File: src/sv/tcw_pkg.sv
// Package for the text console writer: geometry, character codes, op codes,
// shared structs and the cell offset function. No dependencies.
package tcw_pkg;

	// Screen geometry
	localparam int COLUMNS    = 80;
	localparam int ROWS       = 25;
	localparam int TAB_STEP   = 10;
	localparam int CELL_COUNT = ROWS * COLUMNS;

	// Field widths, fixed by the port definitions
	localparam int COL_W  = 7;
	localparam int ROW_W  = 5;
	localparam int ADDR_W = 11;
	localparam int ATTR_W = 8;
	localparam int PROT_W = 5;
	localparam int CHAR_W = 8;
	localparam int WORD_W = 16;
	localparam int CFG_IW = 2;
	localparam int CFG_DW = 8;

	// Character codes
	localparam logic [CHAR_W-1:0] CH_TAB     = 8'd9;
	localparam logic [CHAR_W-1:0] CH_NEWLINE = 8'd10;
	localparam logic [CHAR_W-1:0] CH_SPACE   = 8'd32;

	// Configuration register indexes
	localparam logic [CFG_IW-1:0] CFG_ATTR = 2'd0;
	localparam logic [CFG_IW-1:0] CFG_PROT = 2'd1;

	// Item operations
	typedef enum logic [1:0] {
		OP_PUT   = 2'd0,
		OP_CLEAR = 2'd1,
		OP_READ  = 2'd2
	} op_t;

	// Cursor update for a put item
	typedef struct packed {
		logic [COL_W-1:0]  col;
		logic [ROW_W-1:0]  row;
		logic              cell_we;
		logic [ADDR_W-1:0] cell_addr;
		logic              scroll;
	} cursor_upd_t;

	// One result item
	typedef struct packed {
		logic [COL_W-1:0]  col;
		logic [ROW_W-1:0]  row;
		logic [ADDR_W-1:0] offset;
		logic [WORD_W-1:0] word;
		logic              scroll;
	} result_t;

	// row*COLUMNS+col, one bit wider than a cell address for range checks
	function automatic logic [ADDR_W:0] cell_offset(input logic [ROW_W-1:0] row,
	                                                 input logic [COL_W-1:0] col);
		logic [ADDR_W:0] base;
		base = (ADDR_W+1)'(row) * (ADDR_W+1)'(COLUMNS);
		return base + (ADDR_W+1)'(col);
	endfunction

endpackage

File: src/sv/tcw_cursor.sv
// Cursor advance for a put item: newline, tab clamp, column and row wrap,
// scroll check and the cell write address. Depends on tcw_pkg.
module tcw_cursor (
	input  logic [tcw_pkg::COL_W-1:0]  col,
	input  logic [tcw_pkg::ROW_W-1:0]  row,
	input  logic [tcw_pkg::CHAR_W-1:0] char_code,
	output tcw_pkg::cursor_upd_t       upd
);

	logic [tcw_pkg::COL_W:0]  col_inc;
	logic [tcw_pkg::COL_W:0]  col_tab;
	logic [tcw_pkg::ROW_W:0]  row_inc;
	logic [tcw_pkg::ROW_W:0]  row_wrap;
	logic [tcw_pkg::ADDR_W:0] addr_full;

	always_comb begin
		col_inc   = {1'b0, col} + (tcw_pkg::COL_W+1)'(1);
		col_tab   = {1'b0, col} + (tcw_pkg::COL_W+1)'(tcw_pkg::TAB_STEP);
		row_inc   = {1'b0, row} + (tcw_pkg::ROW_W+1)'(1);
		row_wrap  = (row_inc >= (tcw_pkg::ROW_W+1)'(tcw_pkg::ROWS)) ? '0 : row_inc;
		addr_full = tcw_pkg::cell_offset(row, col);

		upd.col       = col;
		upd.row       = row;
		upd.cell_we   = 1'b0;
		upd.cell_addr = addr_full[tcw_pkg::ADDR_W-1:0];
		upd.scroll    = 1'b0;

		if (char_code == tcw_pkg::CH_NEWLINE) begin
			upd.col    = '0;
			upd.scroll = row_inc >= (tcw_pkg::ROW_W+1)'(tcw_pkg::ROWS - 1);
			upd.row    = row_inc[tcw_pkg::ROW_W-1:0];
		end else if (char_code == tcw_pkg::CH_TAB) begin
			// clamp at the width; a column equal to the width is legal
			if (col_tab > (tcw_pkg::COL_W+1)'(tcw_pkg::COLUMNS))
				upd.col = tcw_pkg::COL_W'(tcw_pkg::COLUMNS);
			else
				upd.col = col_tab[tcw_pkg::COL_W-1:0];
			upd.scroll = {1'b0, row} >= (tcw_pkg::ROW_W+1)'(tcw_pkg::ROWS - 1);
		end else begin
			upd.cell_we = addr_full < (tcw_pkg::ADDR_W+1)'(tcw_pkg::CELL_COUNT);
			if (col_inc >= (tcw_pkg::COL_W+1)'(tcw_pkg::COLUMNS)) begin
				upd.col    = '0;
				upd.row    = row_wrap[tcw_pkg::ROW_W-1:0];
				upd.scroll = row_wrap >= (tcw_pkg::ROW_W+1)'(tcw_pkg::ROWS - 1);
			end else begin
				upd.col = col_inc[tcw_pkg::COL_W-1:0];
			end
		end

		// the scroll leaves the cursor on the line above the last
		if (upd.scroll)
			upd.row = tcw_pkg::ROW_W'(tcw_pkg::ROWS - 2);
	end

endmodule

File: config.mk
export PLATFORM = sky130hd
export DESIGN_NAME = tcw_cursor
export DESIGN_NICKNAME = d
export VERILOG_FILES = /design/src/sv/tcw_pkg.sv /design/src/sv/tcw_cursor.sv
export SDC_FILE = /design/constraint.sdc
export NUM_CORES = 1
export LEC_CHECK = 0
export BUFFER_PORTS_ARGS = -buffer_cell sky130_fd_sc_hd__buf_2
export CAP_MARGIN = 20
export CORE_MARGIN = 4
export CORE_UTILIZATION = 52
export DETAILED_ROUTE_END_ITERATION = 16
export PLACE_DENSITY_LB_ADDON = 0.12
export SYNTH_ARGS = -nofsm -noshare
export SYNTH_HDL_FRONTEND = slang
export SYNTH_SLANG_ARGS = --single-unit
File: constraint.sdc
create_clock -name vclk -period 2.8
set_input_delay 0.42 -clock vclk [all_inputs]
set_output_delay 0.42 -clock vclk [all_outputs]
set_load 0.01 [all_outputs]
* Yosys cells after proc, flatten, opt, wreduce, memory -nomap -nowiden
Cells that the tools add are included.
** Operators by class
- Eq/ne operators :: 2
- Multiplexer cells :: 12
- Add/sub/neg operators :: 4
- $mul :: 1
- Magnitude comparators :: 7
** Operator list (number)
- 7-bit two-way mux :: 3
- 6-bit by 5-bit greater-or-equal comparator with 1-bit output, second input constant :: 3
- 8-bit by 4-bit equality test with 1-bit output, second input constant :: 2
- 12-bit by 7-bit adder with 12-bit output :: 1
- 12-bit by 11-bit < comparator with 1-bit output, second input constant :: 1
- 12-bit two-way mux :: 1
- 6-bit two-way mux :: 2
- 5-bit two-way mux :: 2
- 7-bit by 1-bit adder with 8-bit output, second input constant :: 1
- 7-bit by 4-bit adder with 8-bit output, second input constant :: 1
- 8-bit by 7-bit greater-or-equal comparator with 1-bit output, second input constant :: 1
- 8-bit by 7-bit greater-than comparator with 1-bit output, second input constant :: 1
- 5-bit by 3-bit multiplier with 8-bit output, second input constant :: 1
- 5-bit by 1-bit adder with 6-bit output, second input constant :: 1
- 5-bit greater-or-equal comparator, second input constant :: 1
- 1-bit two-way mux :: 4
** Word-level totals
- Word-level logic and storage cells :: 26
- Bits of input ports :: 20
- Output and inout bits :: 25
- Register bits after elaboration :: 0

* Logic depth before layout (Yosys ltp)
- Word-level depth :: 8
- Mapped depth :: 9
- Mapped depth without buffers :: 9

* Least setup slack after synthesis
No wires, ideal clock.
- Kind :: input -> output
- From :: input port col[1] in the netlist's numbering
- To :: output port upd[15] in the netlist's numbering
- Required time :: 2.380 ns
- Path slack :: 0.167 ns
- Path buffers :: 1
- Arrival :: 2.213 ns
- Stages :: 8
- Path through :: ha_1 buf_6 a21bo_1 or4b_4 a31o_4 nand2_2 a21oi_1 o31ai_1
** RTL lines
- from (decl) :: line tcw_cursor.sv:4 : input logic [tcw_pkg::COL_W-1:0] col,
- to (decl) :: line tcw_cursor.sv:7 : output tcw_pkg::cursor_upd_t upd

==> impl_metrics.yaml <==
outcome:
  status: "finished, final reports clean"
synth:
  synthSimpleGateAreaFrac_pct: 31.25
  synth_top_family_by_area: "compound AO/OA/AOI/OAI gates"
  synth_cell_types: 55
  synth_xor_area_share_pct: 8.157
  synth_compound_area_share_pct: 34.11
  synth_mux_area_share_pct: 0
  synth_area_um2: 1181
  synth_nets: 198
  yosys_warnings: 0
  ys_seq_area_share_pct: 0
  synthAdderAreaFrac_pct: 18.22
  syn_inst: 162
  postSynthAreaPerCell_um2: 7.291
global_route:
  grt_pass1_vias: 1360
  grt_pass1_wl_um: 5851
  grt_remaining_overflow: 0
  grt_usage_pct: 21.60
  grt_start_max_net_pins: 15
  antenna_found_initial: 0
floorplanning:
  dieArea_um2: 3098
  die_y_um: 55.66
  die_x_um: 55.66
  start_util_pct: 57.28
  placementRows: 16
  fp.coreArea_um2: 2062
  ios: 45
sta:
  finalMaxSlewViolations: 0
  worst_slew_pin_slew_ns: 0.3836
  hold_slack_ns: 1.050
  timing.final.crit_share_pct: 98.68
  timing.final.ws_setup_ns: 0.03684
  setup-tns-final_ns: 0
  hold_violations: 0
  fmax_mhz: 361.9
  rsz0062_at_grt: "yes"
  finalSetupViolations: 0
  slew-limit-headroom_pct: 74.27
  period_needed_ns: 2.763
drt:
  drc: 0
  wirelength_um: 3658
  drt_iter0_markers: 39
  ant_nets: 0
  vias: 1466
  drt-wirelength-per-cell_um: 14.93
  firstDrtPassIters: 4
  viasPerCell: 5.984
cells_and_area:
  num-clock-buffers: 0
  mostFrequentLayoutCells: "43 x buf_2, 22 x buf_4, 11 x nor2_1, 11 x nand2_1"
  seqCellArea_um2: 0
  layout_commonest_cell: "buf_2"
  area_growth_pct: 42.48
  stdcell_count: 245
  stdcell_area_um2: 1683
  final_util_pct: 81.61
  nFlopsAndLatches: 0
  nNetsFinal: 256
  antenna_cells: 0
  drive_above_1_share_pct: 45.87
flow_run:
  cap_viol_max_count: 0
critical_path:
  cp_top_family: "compound AO/OA/AOI/OAI gates"
  cp.arrival_ns: 2.34
  slowest_delay_ns: 0.54
  cp.required_ns: 2.38
  cp_max_fo: 4
  cp-end-kind: "primary output"
  path_cells: "buf_8 > ha_4 > a21bo_1 > or4b_4 > a31o_4 > and2_4 > a221o_1 > buf_2"
  cp-start-kind: "input port"
  critPathBufInv: 2
  cp_slowest_cell: "or4b_4"
  path_class: "input port to primary output"
place:
  place_congestion: 0.8641
  dp_slack_ns: -0.1031
  dp.cells: 242
  dp_hpwl_um: 2829
  io_buffer_count: 45
  place_area_um2: 1519
power_and_ir_drop:
  total_power_mw: 0.3501
  leakagePower_nw: 0.8218
  ir_worst_vdd_uv: 171.4
  power.density_nw_per_um2: 208.1
clock_network:
  cts_hold_buf: 0
worst_hold_path:
  worstHoldPathType: "input port to primary output"
layout make-up:
class | count | area, um2
Inverter | 7 | 26.28
Multi-Input combinational cell | 143 | 1205
Fill cell | 139 | 379.1
Timing Repair Buffer | 68 | 417.9
Tap cell | 27 | 33.78
layer usage:
layer	track usage, %	share of wire (%)	vias to the layer above
met5	0	0	-
li1	-	-	727
met2	36.82	48	54
met4	2.778	0	0
met1	30.41	46	685
met3	1.160	5.9	0
power breakdown:
part / switching [mW] / leakage, nW / internal, mW
Combinational: 0.183 / 0.822 / 0.167
Clock: 0 / 0 / 0
Sequential: 0 / 0 / 0
Total: 0.183 / 0.822 / 0.167
worst paths after layout:
path	start	endpoint	slack, ns	depth (start not counted)
worst max-delay path	col[1]	upd[14]	0.04	8
worst min-delay path	col[1]	upd[2]	1.05	2
cell usage after synthesis (all sizes together), types with 5 or more instances:
cell type / instances / area share [%]
ha: 14 / 15
nand2: 12 / 4.0
nor2: 11 / 3.5
a21oi: 10 / 4.6
a21o: 8 / 5.2
buf: 8 / 4.8
inv: 7 / 2.2
nand3: 7 / 3.4
xnor2: 7 / 5.2
o21ai: 6 / 2.9
a31oi: 5 / 2.6
and3: 5 / 2.8
nand2b: 5 / 2.6
o31ai: 5 / 3.2
what timing repair did:
item	CTS	global route
gates cloned	0	0
pin swaps	1	17
gates resized for setup	3	24
setup endpoints to repair	4	11
setup buffers	0	3
kinds of logic after synthesis:
group,after synthesis
AOI/OAI and AO/OA,54
xor gates and xnor gates,11
adders and majority gates,16
buffers and inverters,19
and+or+nand+nor,62
Power figures use the tool's default switching activity.
